===== src/sv/clns_pkg.sv =====
`timescale 1ns / 1ps
package clns_pkg;

  localparam int KIND_W   = 2;
  localparam int BYTE_W   = 8;
  localparam int NIB_W    = 4;
  localparam int PAUSE_W  = 16;
  localparam int WAIT_W   = 17;
  localparam int CIDX_W   = 3;
  localparam int STEP_W   = 4;

  localparam logic [NIB_W-1:0]  WAKE_NIBBLE      = 4'h3;
  localparam logic [NIB_W-1:0]  FOUR_BIT_NIBBLE  = 4'h2;
  localparam logic [BYTE_W-1:0] DISPLAY_OFF_CODE = 8'h08;

  localparam logic [STEP_W-1:0] BYTE_LAST_STEP = 4'd1;
  localparam logic [STEP_W-1:0] INIT_LAST_STEP = 4'd8;

  // request kinds as seen on the input word
  typedef enum logic [KIND_W-1:0] {
    KIND_DATA    = 2'd0,
    KIND_COMMAND = 2'd1,
    KIND_INIT    = 2'd2
  } kind_t;

  // configuration register indexes
  typedef enum logic [CIDX_W-1:0] {
    CFG_DATA_PAUSE        = 3'd0,
    CFG_COMMAND_PAUSE     = 3'd1,
    CFG_WAKE_PAUSE_FIRST  = 3'd2,
    CFG_WAKE_PAUSE_SECOND = 3'd3,
    CFG_INIT_STEP_PAUSE   = 3'd4,
    CFG_FUNCTION_SET_CODE = 3'd5,
    CFG_DISPLAY_ON_CODE   = 3'd6
  } cfg_index_t;

  typedef struct packed {
    logic [PAUSE_W-1:0] data_pause;
    logic [PAUSE_W-1:0] command_pause;
    logic [PAUSE_W-1:0] wake_pause_first;
    logic [PAUSE_W-1:0] wake_pause_second;
    logic [PAUSE_W-1:0] init_step_pause;
    logic [BYTE_W-1:0]  function_set_code;
    logic [BYTE_W-1:0]  display_on_code;
  } cfg_t;

  // one classified request in the queue
  typedef struct packed {
    kind_t             kind;
    logic [BYTE_W-1:0] value;
  } op_t;

  // queue status toward front and back
  typedef struct packed {
    logic empty;
    logic full;
  } q_stat_t;

endpackage


===== src/sv/clns_if.sv =====
`timescale 1ns / 1ps
interface clns_req_if;
  import clns_pkg::*;
  logic              valid;
  logic              ready;
  logic [KIND_W-1:0] kind;
  logic [BYTE_W-1:0] value;
  modport source (output valid, kind, value, input ready);
  modport sink   (input valid, kind, value, output ready);
endinterface

interface clns_strobe_if;
  import clns_pkg::*;
  logic              valid;
  logic              ready;
  logic [NIB_W-1:0]  nibble;
  logic              register_select;
  logic [WAIT_W-1:0] wait_after;
  logic              last;
  modport source (output valid, nibble, register_select, wait_after, last, input ready);
  modport sink   (input valid, nibble, register_select, wait_after, last, output ready);
endinterface

interface clns_cfg_if;
  import clns_pkg::*;
  logic               valid;
  logic               ready;
  logic [CIDX_W-1:0]  index;
  logic [PAUSE_W-1:0] data;
  modport source (output valid, index, data, input ready);
  modport sink   (input valid, index, data, output ready);
endinterface


===== src/sv/clns_cfg_regs.sv =====
`timescale 1ns / 1ps
module clns_cfg_regs
  import clns_pkg::*;
(
  input  logic       clk,
  input  logic       rst,
  clns_cfg_if.sink   cfg,
  output cfg_t       regs
);

  assign cfg.ready = 1'b1;

  always_ff @(posedge clk) begin
    if (rst) begin
      regs.data_pause        <= 16'd200;
      regs.command_pause     <= 16'd3000;
      regs.wake_pause_first  <= 16'd15000;
      regs.wake_pause_second <= 16'd500;
      regs.init_step_pause   <= 16'd1000;
      regs.function_set_code <= 8'h28;
      regs.display_on_code   <= 8'h0c;
    end else if (cfg.valid && cfg.ready) begin
      case (cfg_index_t'(cfg.index))
        CFG_DATA_PAUSE:        regs.data_pause        <= cfg.data;
        CFG_COMMAND_PAUSE:     regs.command_pause     <= cfg.data;
        CFG_WAKE_PAUSE_FIRST:  regs.wake_pause_first  <= cfg.data;
        CFG_WAKE_PAUSE_SECOND: regs.wake_pause_second <= cfg.data;
        CFG_INIT_STEP_PAUSE:   regs.init_step_pause   <= cfg.data;
        CFG_FUNCTION_SET_CODE: regs.function_set_code <= cfg.data[BYTE_W-1:0];
        CFG_DISPLAY_ON_CODE:   regs.display_on_code   <= cfg.data[BYTE_W-1:0];
        default: ;
      endcase
    end
  end

endmodule


===== src/sv/clns_front.sv =====
`timescale 1ns / 1ps
module clns_front
  import clns_pkg::*;
(
  clns_req_if.sink  req,
  input  q_stat_t   q_stat,
  output logic      push,
  output op_t       push_op
);

  logic known;

  // unused kind is taken and dropped
  assign known = req.kind inside {KIND_DATA, KIND_COMMAND, KIND_INIT};

  assign req.ready     = !q_stat.full;
  assign push          = req.valid && !q_stat.full && known;
  assign push_op.kind  = kind_t'(req.kind);
  assign push_op.value = req.value;

endmodule


===== src/sv/clns_queue.sv =====
`timescale 1ns / 1ps
module clns_queue
  import clns_pkg::*;
(
  input  logic    clk,
  input  logic    rst,
  input  logic    push,
  input  op_t     push_op,
  input  logic    pop,
  output op_t     head,
  output q_stat_t q_stat
);

  op_t        mem [2];
  logic       wr_ptr;
  logic       rd_ptr;
  logic [1:0] count;

  assign head         = mem[rd_ptr];
  assign q_stat.empty = (count == 2'd0);
  assign q_stat.full  = (count == 2'd2);

  always_ff @(posedge clk) begin
    if (push) begin
      mem[wr_ptr] <= push_op;
    end
  end

  always_ff @(posedge clk) begin
    if (rst) begin
      wr_ptr <= 1'b0;
      rd_ptr <= 1'b0;
      count  <= 2'd0;
    end else begin
      if (push) wr_ptr <= !wr_ptr;
      if (pop)  rd_ptr <= !rd_ptr;
      case ({push, pop})
        2'b10:   count <= count + 2'd1;
        2'b01:   count <= count - 2'd1;
        default: count <= count;
      endcase
    end
  end

endmodule


===== src/sv/clns_back.sv =====
`timescale 1ns / 1ps
module clns_back
  import clns_pkg::*;
(
  input  logic         clk,
  input  logic         rst,
  input  cfg_t         regs,
  input  op_t          head,
  input  q_stat_t      q_stat,
  output logic         pop,
  clns_strobe_if.source strobe
);

  logic [STEP_W-1:0] step;
  logic [STEP_W-1:0] step_next;
  logic              load;
  logic              out_valid;
  logic              out_valid_next;
  logic [WAIT_W-1:0] step_wait;
  logic [NIB_W-1:0]  nib_c;
  logic              rs_c;
  logic [WAIT_W-1:0] wait_c;
  logic              last_c;

  assign step_wait = {1'b0, regs.command_pause} + {1'b0, regs.init_step_pause};

  // strobe for the current head item at the current step
  always_comb begin
    nib_c  = head.value[BYTE_W-1:NIB_W];
    rs_c   = 1'b0;
    wait_c = '0;
    last_c = 1'b0;
    case (head.kind)
      KIND_DATA, KIND_COMMAND: begin
        rs_c = (head.kind == KIND_DATA);
        if (step == BYTE_LAST_STEP) begin
          nib_c  = head.value[NIB_W-1:0];
          wait_c = (head.kind == KIND_DATA) ? {1'b0, regs.data_pause}
                                            : {1'b0, regs.command_pause};
          last_c = 1'b1;
        end
      end
      KIND_INIT: begin
        case (step)
          4'd0: begin
            nib_c  = WAKE_NIBBLE;
            wait_c = {1'b0, regs.wake_pause_first};
          end
          4'd1: begin
            nib_c  = WAKE_NIBBLE;
            wait_c = {1'b0, regs.wake_pause_second};
          end
          4'd2: begin
            nib_c  = FOUR_BIT_NIBBLE;
            wait_c = {1'b0, regs.init_step_pause};
          end
          4'd3: nib_c = regs.function_set_code[BYTE_W-1:NIB_W];
          4'd4: begin
            nib_c  = regs.function_set_code[NIB_W-1:0];
            wait_c = step_wait;
          end
          4'd5: nib_c = DISPLAY_OFF_CODE[BYTE_W-1:NIB_W];
          4'd6: begin
            nib_c  = DISPLAY_OFF_CODE[NIB_W-1:0];
            wait_c = step_wait;
          end
          4'd7: nib_c = regs.display_on_code[BYTE_W-1:NIB_W];
          default: begin
            nib_c  = regs.display_on_code[NIB_W-1:0];
            wait_c = step_wait;
            last_c = 1'b1;
          end
        endcase
      end
      default: ;
    endcase
  end

  assign load = !q_stat.empty && (!out_valid || strobe.ready);
  assign pop  = load && last_c;

  always_comb begin
    step_next = step;
    if (load) begin
      step_next = last_c ? '0 : step + 4'd1;
    end
  end

  always_comb begin
    out_valid_next = out_valid;
    if (load) begin
      out_valid_next = 1'b1;
    end else if (strobe.ready) begin
      out_valid_next = 1'b0;
    end
  end

  always_ff @(posedge clk) begin
    if (rst) begin
      step      <= '0;
      out_valid <= 1'b0;
    end else begin
      step      <= step_next;
      out_valid <= out_valid_next;
    end
  end

  always_ff @(posedge clk) begin
    if (load) begin
      strobe.nibble          <= nib_c;
      strobe.register_select <= rs_c;
      strobe.wait_after      <= wait_c;
      strobe.last            <= last_c;
    end
  end

  assign strobe.valid = out_valid;

  // mid-item step needs its item still at the head
  a_step_has_item: assert property (@(posedge clk) disable iff (rst)
    (step != 4'd0) |-> !q_stat.empty)
    else $error("step advanced with empty queue");

  a_step_range: assert property (@(posedge clk) disable iff (rst)
    step <= INIT_LAST_STEP)
    else $error("step past last init strobe");

  a_byte_steps: assert property (@(posedge clk) disable iff (rst)
    (!q_stat.empty && head.kind != KIND_INIT) |-> step <= BYTE_LAST_STEP)
    else $error("byte request beyond two strobes");

  a_pop_last: assert property (@(posedge clk) disable iff (rst)
    pop |=> (strobe.valid && strobe.last && step == 4'd0))
    else $error("pop without final strobe loaded");

endmodule


===== src/sv/char_lcd_nibble_sequencer_top.sv =====
`timescale 1ns / 1ps
// 4-bit character lcd sequencer
// req channel: one word per request (kind: data byte, command byte, initialise;
//   value: byte to send). kind 3 is taken and produces nothing.
// strobe channel: one word per enable strobe: nibble, register_select, the
//   pause ticks to hold after it, and last on the final strobe of a request.
// cfg channel: register index and data, always ready; write only while idle.
// throughput: one strobe per cycle out of the back end's output register while
//   the receiver is ready: two strobes per byte request, nine per initialise.
// path: with the queue and output register empty, an accepted request is first
//   written into the queue, then its first strobe is loaded from the queue head
//   into the output register, where the strobe receiver can take it.
// a two-word queue sits between the front classifier and the back sequencer;
//   req stays ready while the queue has room, even when the strobe receiver
//   stalls and a strobe waits in the output register.
// reset: queue and sequencer empty, no strobe valid, registers at defaults.
module char_lcd_nibble_sequencer_top
  import clns_pkg::*;
(
  input  logic          clk,
  input  logic          rst,
  clns_req_if.sink      req,
  clns_strobe_if.source strobe,
  clns_cfg_if.sink      cfg
);

  cfg_t    regs;
  q_stat_t q_stat;
  logic    push;
  logic    pop;
  op_t     push_op;
  op_t     head;

  // pause and code registers
  clns_cfg_regs u_cfg (
    .clk  (clk),
    .rst  (rst),
    .cfg  (cfg),
    .regs (regs)
  );

  // front: accept and classify requests
  clns_front u_front (
    .req     (req),
    .q_stat  (q_stat),
    .push    (push),
    .push_op (push_op)
  );

  // decoupling queue
  clns_queue u_queue (
    .clk     (clk),
    .rst     (rst),
    .push    (push),
    .push_op (push_op),
    .pop     (pop),
    .head    (head),
    .q_stat  (q_stat)
  );

  // back: expand each request into strobes
  clns_back u_back (
    .clk    (clk),
    .rst    (rst),
    .regs   (regs),
    .head   (head),
    .q_stat (q_stat),
    .pop    (pop),
    .strobe (strobe)
  );

endmodule

===== src/flat_wrapper.sv =====
// flat-port wrapper written by rule: the top's interface ports become plain ports
module char_lcd_nibble_sequencer_top_flat import clns_pkg::*;
  (clk, rst, req_valid, req_kind, req_value, req_ready, strobe_valid, strobe_nibble, strobe_register_select, strobe_wait_after, strobe_last, strobe_ready, cfg_valid, cfg_index, cfg_data, cfg_ready);
  clns_req_if req_i ();
  clns_strobe_if strobe_i ();
  clns_cfg_if cfg_i ();
  input  logic clk;
  input  logic rst;
  input wire logic [$bits(req_i.valid)-1:0] req_valid;
  input wire logic [$bits(req_i.kind)-1:0] req_kind;
  input wire logic [$bits(req_i.value)-1:0] req_value;
  output wire logic [$bits(req_i.ready)-1:0] req_ready;
  output wire logic [$bits(strobe_i.valid)-1:0] strobe_valid;
  output wire logic [$bits(strobe_i.nibble)-1:0] strobe_nibble;
  output wire logic [$bits(strobe_i.register_select)-1:0] strobe_register_select;
  output wire logic [$bits(strobe_i.wait_after)-1:0] strobe_wait_after;
  output wire logic [$bits(strobe_i.last)-1:0] strobe_last;
  input wire logic [$bits(strobe_i.ready)-1:0] strobe_ready;
  input wire logic [$bits(cfg_i.valid)-1:0] cfg_valid;
  input wire logic [$bits(cfg_i.index)-1:0] cfg_index;
  input wire logic [$bits(cfg_i.data)-1:0] cfg_data;
  output wire logic [$bits(cfg_i.ready)-1:0] cfg_ready;
  assign req_i.valid = req_valid;
  assign req_i.kind = req_kind;
  assign req_i.value = req_value;
  assign req_ready = req_i.ready;
  assign strobe_valid = strobe_i.valid;
  assign strobe_nibble = strobe_i.nibble;
  assign strobe_register_select = strobe_i.register_select;
  assign strobe_wait_after = strobe_i.wait_after;
  assign strobe_last = strobe_i.last;
  assign strobe_i.ready = strobe_ready;
  assign cfg_i.valid = cfg_valid;
  assign cfg_i.index = cfg_index;
  assign cfg_i.data = cfg_data;
  assign cfg_ready = cfg_i.ready;
  char_lcd_nibble_sequencer_top u_core (.clk(clk), .rst(rst), .req(req_i), .strobe(strobe_i), .cfg(cfg_i));
endmodule

===== config.mk =====
export PLATFORM = sky130hd
export DESIGN_NAME = char_lcd_nibble_sequencer_top_flat
export DESIGN_NICKNAME = d
export VERILOG_FILES = /design/src/sv/clns_pkg.sv /design/src/sv/clns_if.sv /design/src/sv/clns_cfg_regs.sv /design/src/sv/clns_front.sv /design/src/sv/clns_queue.sv /design/src/sv/clns_back.sv /design/src/sv/char_lcd_nibble_sequencer_top.sv /design/src/flat_wrapper.sv
export SDC_FILE = /design/constraint.sdc
export NUM_CORES = 1
export LEC_CHECK = 0
export BUFFER_PORTS_ARGS = -buffer_cell sky130_fd_sc_hd__buf_4
export CAP_MARGIN = 20
export CORE_UTILIZATION = 30
export DETAILED_ROUTE_END_ITERATION = 10
export PLACE_DENSITY = 0.44
export SYNTH_ARGS = -nofsm -noshare
export SYNTH_HDL_FRONTEND = slang
export SYNTH_HIERARCHICAL = 1
export SYNTH_SLANG_ARGS = --single-unit

===== constraint.sdc =====
create_clock -name clk -period 3.22 [get_ports clk]
set_input_delay 0.483 -clock clk [delete_from_list [all_inputs] [get_ports clk]]
set_output_delay 0.483 -clock clk [all_outputs]
set_load 0.02 [all_outputs]

==> results of run 1 <==
[power by group]
group | internal (mW) | switching (mW)
sequential | 2.18 | 0.0897
clock | 1.08 | 0.848
combinational | 0.577 | 0.930
[cells in the final DEF (no fill, tap or decap), types with 14 or more instances in the layout]
cell / instances
a21oi_1: 23
a222oi_1: 16
buf_4: 68
clkbuf_16: 17
dfxtp_1: 106
edfxtp_1: 43
ha_1: 21
mux2i_1: 108
nand2_1: 27
nand2b_1: 81
nor2_1: 70
o21ai_0: 20
xnor2_1: 14
[per-layer routing]
| metal | routed length, um | up-vias |
|---|---|---|
| met1 | 10400 | 2543 |
| met2 | 8250 | 121 |
| li1 | - | 2597 |
| met5 | 0 | - |
| met4 | 222 | 0 |
| met3 | 714 | 18 |
[Yosys cell counts (12+ instances only)]
library cell,instances
buf_2,21
a21oi_1,23
o21ai_0,20
buf_4,13
mux2i_1,108
edfxtp_1,43
a222oi_1,16
clkbuf_1,21
dfxtp_1,106
xnor2_1,14
nor2_1,70
nand2_1,27
mux2_2,12
nand2b_1,81
ha_1,21
[cell families (layout without fill, tap and decap cells)]
logic type,Yosys count,in the layout,synth area share [%]
buf+inv,70,108,5.16
other cells,1,1,0.0502
fa+ha+maj,22,22,3.78
simple gates,218,218,15.4
compound gates,114,114,11.2
mux,120,120,16.3
flops,149,149,45.7
xor+xnor,20,20,2.44
[registers in the layout, indices dropped and copies added, names as in the netlist, 2 cells and up, named ones only]
| register | count |
|---|---|
| u_core/u_cfg/regs | 96 |
| u_core/u_queue/mem | 20 |
| u_core/u_back/strobe.wait_after | 17 |
| u_core/u_back/step | 4 |
| u_core/u_back/strobe.nibble | 4 |
| u_core/u_queue/count | 2 |
[worst min-delay path by stage]
stage | from | to | slack [ns]
floorplan | u_core/u_cfg/regs[53] | u_core/u_cfg/regs[53] | 0.45
global placement | u_core/u_cfg/regs[43] | u_core/u_cfg/regs[43] | 0.46
detailed placement | u_core/u_cfg/regs[45] | u_core/u_cfg/regs[45] | 0.47
CTS | req_value[4] | u_core/u_queue/mem[1][4] | 0.22
global route | req_value[4] | u_core/u_queue/mem[0][4] | 0.22
finish | req_value[4] | u_core/u_queue/mem[1][4] | 0.24
[stage by stage]
stage          cell area (um2)  power, mW  util [%]  std cells
2_1_floorplan             7470       3.29         -        714
3_3_place_gp              8070       3.81      33.1       1044
3_5_place_dp              8070       3.83      33.1       1044
4_1_cts                   8640       5.77      35.4       1076
5_1_grt                   8640       5.99      35.4       1076
6_report                  8640       5.70      35.4       1076
[final cells by class]
cell class	instances	area, um2	area share, %
timing repair buffer	69	531	6.14
sequential	149	3410	39.5
clock buffer	17	425	4.92
multi-input combinational	495	3690	42.7
inverter	7	26.3	0.304
clock inverter	15	148	1.71
tap	324	405	4.69
[worst register-to-register path: stages (launching register included)]
cell,delay (ns)
dfxtp_1,0.60
mux2_2,0.53
nor2b_1,0.25
nand2_1,0.10
a21boi_1,0.29
ha_1,0.32
or3_1,0.35
a21oi_1,0.15
==> impl_metrics.csv, run 1 <==
group,metric,value,unit
worst_setup_path,crit_end,"u_core/u_queue/count[1]",
clock_network,cts_root_buffer,"clkbuf_16",
synthesis,synth_largest_area_cell,"dfxtp_1",
timing,finalSetupViolCount,0,
timing,max_slew_margin,41.9,%
cells_and_area,finalNetCount,795,
die,rows,57,
global_route,use_met1,23.8,%
synthesis,yosys.cell_types.count,60,
timing,hold_slack,0.241,ns
synthesis,synthArstFlopShare,0,%
clock_network,ctsResizeCount,0,
synthesis,synthesis.instances,714,
worst_setup_path,cp.depth,7,
worst_setup_path,cp_slowest_stage_delay,0.60,ns
synthesis,synth_ff_type,"dfxtp_1",
placement,gp_congestion,0.785,
detailed_routing,first_iter_violations,412,
synthesis,yosysSeqAreaShare,45.7,%
die,start_util,30.6,%
timing,slew_viol_final,0,
worst_setup_path,end_kind,"flip-flop",
outcome,status,"finished, final reports clean",
worst_setup_path,worstSetupPathType,"flip-flop to flip-flop",
worst_setup_path,crit_path_max_fanout,15,
synthesis,synth_top_cell_area_share,28.4,%
global_route,grt.busiest_layer,"met1",
worst_setup_path,start_kind,"flip-flop",
placement,io_buffers,58,
die,fp.dieW,160,um
worst_setup_path,worstReg2RegEnd,"u_core/u_queue/count[1]",
die,io_pins,60,
die,die_area,25500,um2
global_route,grt_pass1_vias,5227,
timing,rsz0062_at_grt,"no",
die,placeableCoreArea,24400,um2
cells_and_area,layout-drive-gt1-share,16.8,%
synthesis,synth_warnings,6,
detailed_routing,dr.pass1.iters,7,
detailed_routing,drc,0,
global_route,grt_pass1_wl,30.6,mm
cells_and_area,areaGrowthSynthToFinish,15.6,%
worst_setup_path,crit_slowest_cell,"dfxtp_1",
clock_network,holdBufCountCts,0,
worst_setup_path,reg2regPathDepth,7,
global_route,grt_util_met3,3.01,%
detailed_routing,postRouteAntennaNets,0,
timing,setup_tns,0,ns
synthesis,avgSynthCellArea,10.5,um2
clock_network,cts_tree,"built",
synthesis,netlist_top_cells_area,"dfxtp_1 28%, edfxtp_1 17%, mux2i_1 14%",
worst_setup_path,critPathRequiredTime,3.57,ns
clock_network,cts_made_buffers,17,
clock_network,clk_path_buf_depth,2,
cells_and_area,fill_cells,2458,
worst_hold_path,hold_depth,1,
clock_network,clock_sinks,149,
synthesis,syn_nets,770,
worst_setup_path,path_cells,"mux2_2, nor2b_1, nand2_1, a21boi_1, ha_1, or3_1, a21oi_1",
clock_network,post_cts_buffers,0,
timing,hold_violations,0,
synthesis,ys_seq_elements,149,
global_route,overflow,0,
detailed_routing,drt-total-wl,19.5,mm
placement,hpwl,14.1,mm
timing,fin_crit,2.66,ns
timing,setup_ws,0.564,ns
detailed_routing,vias,5279,
global_route,grtUsageMet2,22.5,%
worst_setup_path,ff2ff_setup_slack,0.56,ns
worst_setup_path,worst-path-buf-inv,0,
synthesis,synth_edf_count,43,
global_route,antenna_found_initial,0,
clock_network,htree_num_levels,4,
worst_setup_path,cpLargestDelayFamily,"simple AND/OR/NAND/NOR gates",
placement,post-place-ws,0.536,ns
run,cap_viol_max_count,0,
power_and_ir_drop,cellLeakagePower,3.57,nW
timing,timing.final.crit_share,82.5,%
synthesis,syn-cell-area,7470,um2
cells_and_area,diodes,0,
global_route,grt_usage,15.8,%
timing,skew,0.00666,ns
power_and_ir_drop,power_density,660,nW/um2
timing,fmax,377,MHz
power_and_ir_drop,ir_drop,282,uV
global_route,grt_max_degree,79,
worst_setup_path,critical_path_arrival,3.01,ns
clock_network,clock_latency,0.43,ns
detailed_routing,via_per_inst,4.91,
detailed_routing,wl_per_cell,18.2,um
die,dieHeight,160,um
timing,worstMarginPinSlew,0.868,ns
worst_hold_path,hold_path_class,"primary input to flip-flop",
clock_network,clk_pin_slew_worst_paths,0.07,ns
Power figures use the tool's default switching activity.
==> inputs of run 2 (changes only) <==
- ABC_AREA: default -> 1
- PLACE_DENSITY: 0.44 -> 0.45
- clock period: 3.22 -> 2.3 ns (I/O delays scaled with it)
==> run 2 against run 1 <==
The run now ends with design-rule violations left. Critical path depth grew 10. Routed wire length grew 19%. Clock skew grew 0.0070 ns. Synthesized cell count grew 52%. Synthesized area grew 5.7%. Critical endpoint unchanged. First-iteration DRC count grew 10%. Die area grew 5.6%. Fmax grew 28%. Global-route usage grew 2.4 points. Final cell count grew 38%.
==> impl_metrics.csv, run 2 <==
group,metric,value,unit
outcome,status,"complete, but fails checks",
outcome,violations,"design-rule violations",
global_route,grt_max_degree,46,
timing,hold_violations,0,
synthesis,synth-adder-area-share,3.58,%
power_and_ir_drop,power_frac_comb,23.5,%
global_route,overflow,0,
cells_and_area,largest_reg_flops,96,
detailed_routing,postRouteAntennaNets,0,
clock_network,clk_pin_slew_worst_paths,0.06,ns
detailed_routing,first_iter_violations,455,
cells_and_area,layout-drive-gt1-share,14.8,%
timing,worstMarginPinSlew,0.612,ns
timing,finalSetupViolCount,0,
detailed_routing,dr.pass1.iters,8,
synthesis,yosys.cell_types.count,41,
placement,gp_congestion,0.869,
detailed_routing,drt-total-wl,23.2,mm
power_and_ir_drop,swShare,32.7,%
cells_and_area,mostFrequentLayoutCells,"358 x nand2_1, 158 x nor2_1, 138 x nand3_1, 103 x dfxtp_1, 87 x inv_1",
placement,place_area,8700,um2
clock_network,clock_sinks,149,
cells_and_area,diodes,0,
synthesis,synth_top_cell_area_share,26.9,%
global_route,grt_usage,18.1,%
synthesis,synthArstFlopShare,0,%
worst_setup_path,critPathRequiredTime,2.67,ns
die,die_area,27000,um2
synthesis,muxShareOfSynthArea,4.25,%
power_and_ir_drop,cellLeakagePower,4.31,nW
detailed_routing,via_per_inst,4.61,
worst_setup_path,start_kind,"flip-flop",
global_route,grt_pass1_vias,6478,
synthesis,synth_edf_count,43,
timing,fmax,483,MHz
synthesis,synth_largest_area_cell,"dfxtp_1",
synthesis,syn-cell-area,7900,um2
timing,slew_viol_final,0,
clock_network,htree_num_levels,4,
placement,io_buffers,58,
synthesis,synth_common_cells,"358 x nand2_1, 158 x nor2_1, 138 x nand3_1",
synthesis,synth_warnings,6,
power_and_ir_drop,power_density,833,nW/um2
placement,post-place-ws,0.158,ns
cells_and_area,final_common_cell,"nand2_1",
cells_and_area,final_cells,1488,
cells_and_area,regMostFlops,"u_core/u_cfg/regs",
die,dieHeight,164,um
clock_network,clock_latency,0.44,ns
power_and_ir_drop,p_switching,2.53,mW
die,start_util,30.5,%
power_and_ir_drop,ir_drop,388,uV
clock_network,cts_made_buffers,17,
detailed_routing,vias,6857,
synthesis,netlist_top_cells_area,"dfxtp_1 27%, nand2_1 17%, edfxtp_1 16%",
global_route,grt_pass1_wl,36.7,mm
synthesis,synth_compound_area_share,3.09,%
clock_network,cts_root_buffer,"clkbuf_16",
synthesis,synthesis.instances,1087,
die,fp.dieW,164,um
worst_hold_path,hold_path_class,"primary input to flip-flop",
detailed_routing,drc,2,
timing,fin_crit,2.07,ns
timing,setup_ws,0.230,ns
synthesis,synth_ff_type,"dfxtp_1",
die,rows,59,
timing,setup_tns,0,ns
die,io_pins,60,
die,placeableCoreArea,25900,um2
cells_and_area,finalNetCount,1196,
global_route,antenna_found_initial,0,
worst_setup_path,critical_path_arrival,2.44,ns
detailed_routing,wl_per_cell,15.6,um
placement,placed_cells,1456,
worst_setup_path,crit_path_max_fanout,5,
synthesis,synth_top_family_by_area,"simple AND/OR/NAND/NOR gates",
synthesis,avgSynthCellArea,7.27,um2
cells_and_area,fin_area,9300,um2
synthesis,ys_seq_elements,149,
power_and_ir_drop,internal_power,5.22,mW
run,cap_viol_max_count,0,
synthesis,syn_nets,1143,
timing,skew,0.0137,ns
clock_network,clk_path_buf_depth,2,
timing,rsz0062_at_grt,"no",
power_and_ir_drop,seqPwrFrac,39.5,%
synthesis,yosysSeqAreaShare,43.2,%
clock_network,post_cts_buffers,0,
synthesis,yosys.area_share.simple,36.7,%
cells_and_area,reg_top3,"u_core/u_cfg/regs: 96 flops, u_core/u_queue/mem: 20 flops, u_core/u_back/strobe.wait_after: 17 flops",
placement,hpwl,16.7,mm
timing,timing.final.crit_share,90.0,%
cells_and_area,post-route-util,35.9,%
worst_setup_path,end_kind,"flip-flop",
synthesis,synthXorXnorAreaFrac,0.998,%
worst_setup_path,ff2ff_setup_slack,0.23,ns
cells_and_area,areaGrowthSynthToFinish,17.8,%
timing,max_slew_margin,59.1,%
power_and_ir_drop,power.share.clock,37.0,%
worst_setup_path,worstSetupPathType,"flip-flop to flip-flop",
synthesis,synth_most_common_cell,"nand2_1",
clock_network,cts_tree,"built",
-- run 2: final timing paths --
check	cells past startpoint	from	end
worst max-delay path	17	u_core/u_back/step[0]	u_core/u_queue/count[1]
worst min-delay path	1	req_value[5]	u_core/u_queue/mem[0][5]
worst max register to register	17	u_core/u_back/step[0]	u_core/u_queue/count[1]
worst min register to register	2	u_core/u_cfg/regs[39]	u_core/u_cfg/regs[39]
-- run 2: critical path, cell delays in order, from the launching register on --
cell	delay [ns]
dfxtp_2	0.37
inv_1	0.07
ha_1	0.23
inv_1	0.07
nor2_2	0.06
inv_1	0.05
nand2_1	0.05
nor2_2	0.16
nand3_2	0.09
nand2_1	0.08
nand2_1	0.08
inv_1	0.09
ha_1	0.26
inv_1	0.08
nand2_1	0.05
nor2_1	0.09
nor2_1	0.04
nor2_1	0.09
-- run 2: repair_timing --
| action | 4_1_cts | 5_1_grt |
|---|---|---|
| resized for setup | 0 | 4 |
| hold buffers | 0 | 0 |
| hold endpoints to repair | 0 | 0 |
| setup endpoints to repair | 0 | 1 |
-- run 2: layout make-up --
type	instances	area, um2
clock inverters	15	169
clock buffers	17	425
inverters	95	357
flip-flops and latches	149	3420
fillers	2782	16600
well taps	335	419
repair buffers	81	658
multi-input cells	796	3860
-- run 2: kinds of logic after synthesis --
family,count (synthesis)
buffers and inverters,142
adders and majority gates,22
other,1
and+or+nand+nor,692
muxes,27
xor gates and xnor gates,9
DFF,149
AOI/OAI and AO/OA,45
-- run 2: power by group through the flow --
stage	registers [mW]	clock network [mW]	logic [mW]
after CTS	3.06	2.94	1.83
final	3.06	2.87	1.82
after detailed placement	3.12	0	1.83
after global routing	3.08	3.04	2.02
after floorplan	3.21	0	1.06
after global placement	3.12	0	1.83
-- run 2: layer usage --
metal | vias to the layer above | share of wire [%] | GRT usage (%)
met2 | 139 | 42 | 26.8
met4 | 0 | 0.59 | 3.91
met3 | 10 | 4.3 | 2.95
li1 | 3566 | - | -
met1 | 3142 | 53 | 27.3
met5 | - | 0 | 0
-- run 2: per-stage QoR --
stage	power [mW]	hold WS [ns]
after detailed placement	4.95	0.443
after floorplan	4.27	0.414
final	7.75	0.0972
after CTS	7.83	0.0855
after global routing	8.15	0.0840
after global placement	4.95	0.439
==> inputs of run 3 (changes only) <==
==> constraint.sdc (replaced) <==
create_clock -name clk -period 2.3 [get_ports clk]
set_input_delay 0.575 -clock clk [delete_from_list [all_inputs] [get_ports clk]]
set_output_delay 0.575 -clock clk [all_outputs]
set_load 0.02 [all_outputs]
==> run 3 against run 2 <==
The flow now finishes without violations. Total power decreased by 0.47%. Non-clock buffer count unchanged. Utilization about the same. Routed wire length about the same. Global-route usage decreased by 0.19 points. Sequential cell count unchanged. Worst hold slack improved by 0.22 ns. Fmax decreased by 1.3%. Via count about the same. Setup slack got worse by 0.028 ns. Clock skew decreased by 0.0037 ns. Final area about the same. Critical endpoint is now u_core/u_back/strobe.wait_after[8]. Highest routed layer unchanged.
==> impl_metrics.csv, run 3 (same netlist as run 2, synthesis figures left out) <==
group,metric,value,unit
global_route,grt_pass1_vias,6301,
global_route,overflow,0,
placement,io_buffers,58,
cells_and_area,final_cells,1488,
global_route,antenna_found_initial,0,
placement,placed_cells,1456,
power_and_ir_drop,cellLeakagePower,4.32,nW
timing,fin_crit,2.10,ns
timing,worstMarginPinSlew,0.591,ns
worst_setup_path,crit_end,"u_core/u_back/strobe.wait_after[8]",
clock_network,cts_made_buffers,17,
cells_and_area,reg_top3,"u_core/u_cfg/regs: 96 flops, u_core/u_queue/mem: 20 flops, u_core/u_back/strobe.wait_after: 17 flops",
die,io_pins,60,
worst_setup_path,worstReg2RegEnd,"u_core/u_back/strobe.wait_after[8]",
timing,setup_tns,0,ns
worst_setup_path,critPathRequiredTime,2.45,ns
worst_setup_path,crit_path_max_fanout,3,
worst_setup_path,ff2ff_setup_slack,0.20,ns
clock_network,clock_latency,0.44,ns
worst_setup_path,start_kind,"flip-flop",
placement,gp_congestion,0.876,
clock_network,clk_path_buf_depth,2,
worst_setup_path,reg2regPathDepth,11,
cells_and_area,finalNetCount,1196,
cells_and_area,layout-drive-gt1-share,14.7,%
global_route,grt_max_degree,97,
cells_and_area,fill_cells,2768,
placement,hpwl,16.6,mm
worst_setup_path,r2r-start,"u_core/u_cfg/regs[16]",
detailed_routing,postRouteAntennaNets,0,
cells_and_area,largest_reg_flops,96,
die,rows,59,
clock_network,clk_pin_slew_worst_paths,0.07,ns
detailed_routing,drt-total-wl,23.2,mm
detailed_routing,first_iter_violations,456,
clock_network,htree_num_levels,4,
worst_setup_path,cp-startpoint,"u_core/u_cfg/regs[16]",
timing,rsz0062_at_grt,"no",
clock_network,holdBufCountCts,0,
timing,hold_violations,0,
detailed_routing,dr.pass1.iters,4,
cells_and_area,regMostFlops,"u_core/u_cfg/regs",
clock_network,cts_root_buffer,"clkbuf_16",
timing,skew,0.00999,ns
worst_hold_path,hold_path_class,"primary input to flip-flop",
die,placeableCoreArea,25900,um2
cells_and_area,mostFrequentLayoutCells,"358 x nand2_1, 158 x nor2_1, 138 x nand3_1, 105 x dfxtp_1, 87 x inv_1",
clock_network,clock_sinks,149,
die,start_util,30.5,%
timing,max_slew_margin,60.4,%
outcome,status,"finished, final reports clean",
detailed_routing,wl_per_cell,15.6,um
cells_and_area,areaGrowthSynthToFinish,17.8,%
clock_network,cts_tree,"built",
timing,slew_viol_final,0,
detailed_routing,via_per_inst,4.61,
worst_setup_path,critical_path_arrival,2.25,ns
die,dieHeight,164,um
die,die_area,27000,um2
power_and_ir_drop,power_density,829,nW/um2
power_and_ir_drop,ir_drop,352,uV
run,cap_viol_max_count,0,
cells_and_area,diodes,0,
cells_and_area,seq_area,3410,um2
cells_and_area,multi_input_area,3850,um2
cells_and_area,final_common_cell,"nand2_1",
worst_setup_path,worstSetupPathType,"flip-flop to flip-flop",
die,fp.dieW,164,um
timing,finalSetupViolCount,0,
worst_setup_path,end_kind,"flip-flop",
timing,timing.final.crit_share,91.2,%
detailed_routing,vias,6855,
timing,fmax,477,MHz
global_route,grt_usage,18.0,%
global_route,grt_pass1_wl,36.3,mm
detailed_routing,drc,0,
[run 3: cell count changes in the layout (fill, tap and decap cells not counted), sizes merged]
cell      change
clkbuf        +1
clkinvlp      -3
inv           +3
bufinv        -2
clkinv        +1
[run 3: per-stage QoR]
stage          utilization [%]  hold slack, ns  worst slack, ns  cell area [um2]  total power [mW]
2_1_floorplan                -           0.429            0.242             7910              4.27
6_report                  35.9           0.318            0.202             9300              7.71
3_5_place_dp              33.6           0.443            0.180             8700              4.94
3_3_place_gp              33.6           0.439            0.223             8700              4.93
5_1_grt                   35.9           0.295           0.0124             9300              8.11
4_1_cts                   35.9           0.305            0.164             9300              7.80
[run 3: metal layers]
layer / part of all wire, % / global-route usage [%] / vias up
met5: 0 / 0 / -
met4: 0.86 / 4.55 / 0
met3: 4.6 / 3.16 / 18
met2: 42 / 25.7 / 140
met1: 53 / 27.3 / 3139
li1: - / - / 3558
[run 3: critical path: stages (launching register included)]
cell	delay [ns]
dfxtp_1	0.33
ha_1	0.24
fa_1	0.41
nand2_1	0.08
nand2_1	0.08
and2_1	0.19
nand2_1	0.09
nand2_1	0.07
nand2_1	0.06
nand3_1	0.06
nand3_1	0.07
o21ai_0	0.14
[run 3: where the power goes]
group	internal (mW)	switching, mW	total (mW)
Sequential	2.95	0.101	3.05
Combinational	0.641	1.18	1.82
Clock	1.52	1.32	2.84
Total	5.11	2.60	7.71
[run 3: repair_timing]
item,4_1_cts,5_1_grt
resized for setup,0,1
setup buffers,0,0
setup endpoints to repair,0,1
[run 3: worst min path at each step]
stage	start	end	slack [ns]	depth (start not counted)
final	req_value[6]	u_core/u_queue/mem[1][6]	0.32	1
after global routing	req_value[6]	u_core/u_queue/mem[0][6]	0.29	1
after CTS	req_value[0]	u_core/u_queue/mem[1][0]	0.30	1
after detailed placement	u_core/u_cfg/regs[37]	u_core/u_cfg/regs[37]	0.44	2
after global placement	u_core/u_cfg/regs[36]	u_core/u_cfg/regs[36]	0.44	2
after floorplan	u_core/u_cfg/regs[11]	u_core/u_cfg/regs[11]	0.43	2
[run 3: final cells by class]
| cell class | instances | area share [%] |
|---|---|---|
| clock buffers | 18 | 4.84 |
| well taps | 335 | 4.51 |
| clock inverters | 14 | 1.60 |
| flip-flops and latches | 149 | 36.7 |
| repair buffers | 81 | 7.08 |
| inverters | 95 | 3.83 |
| multi-input cells | 796 | 41.4 |
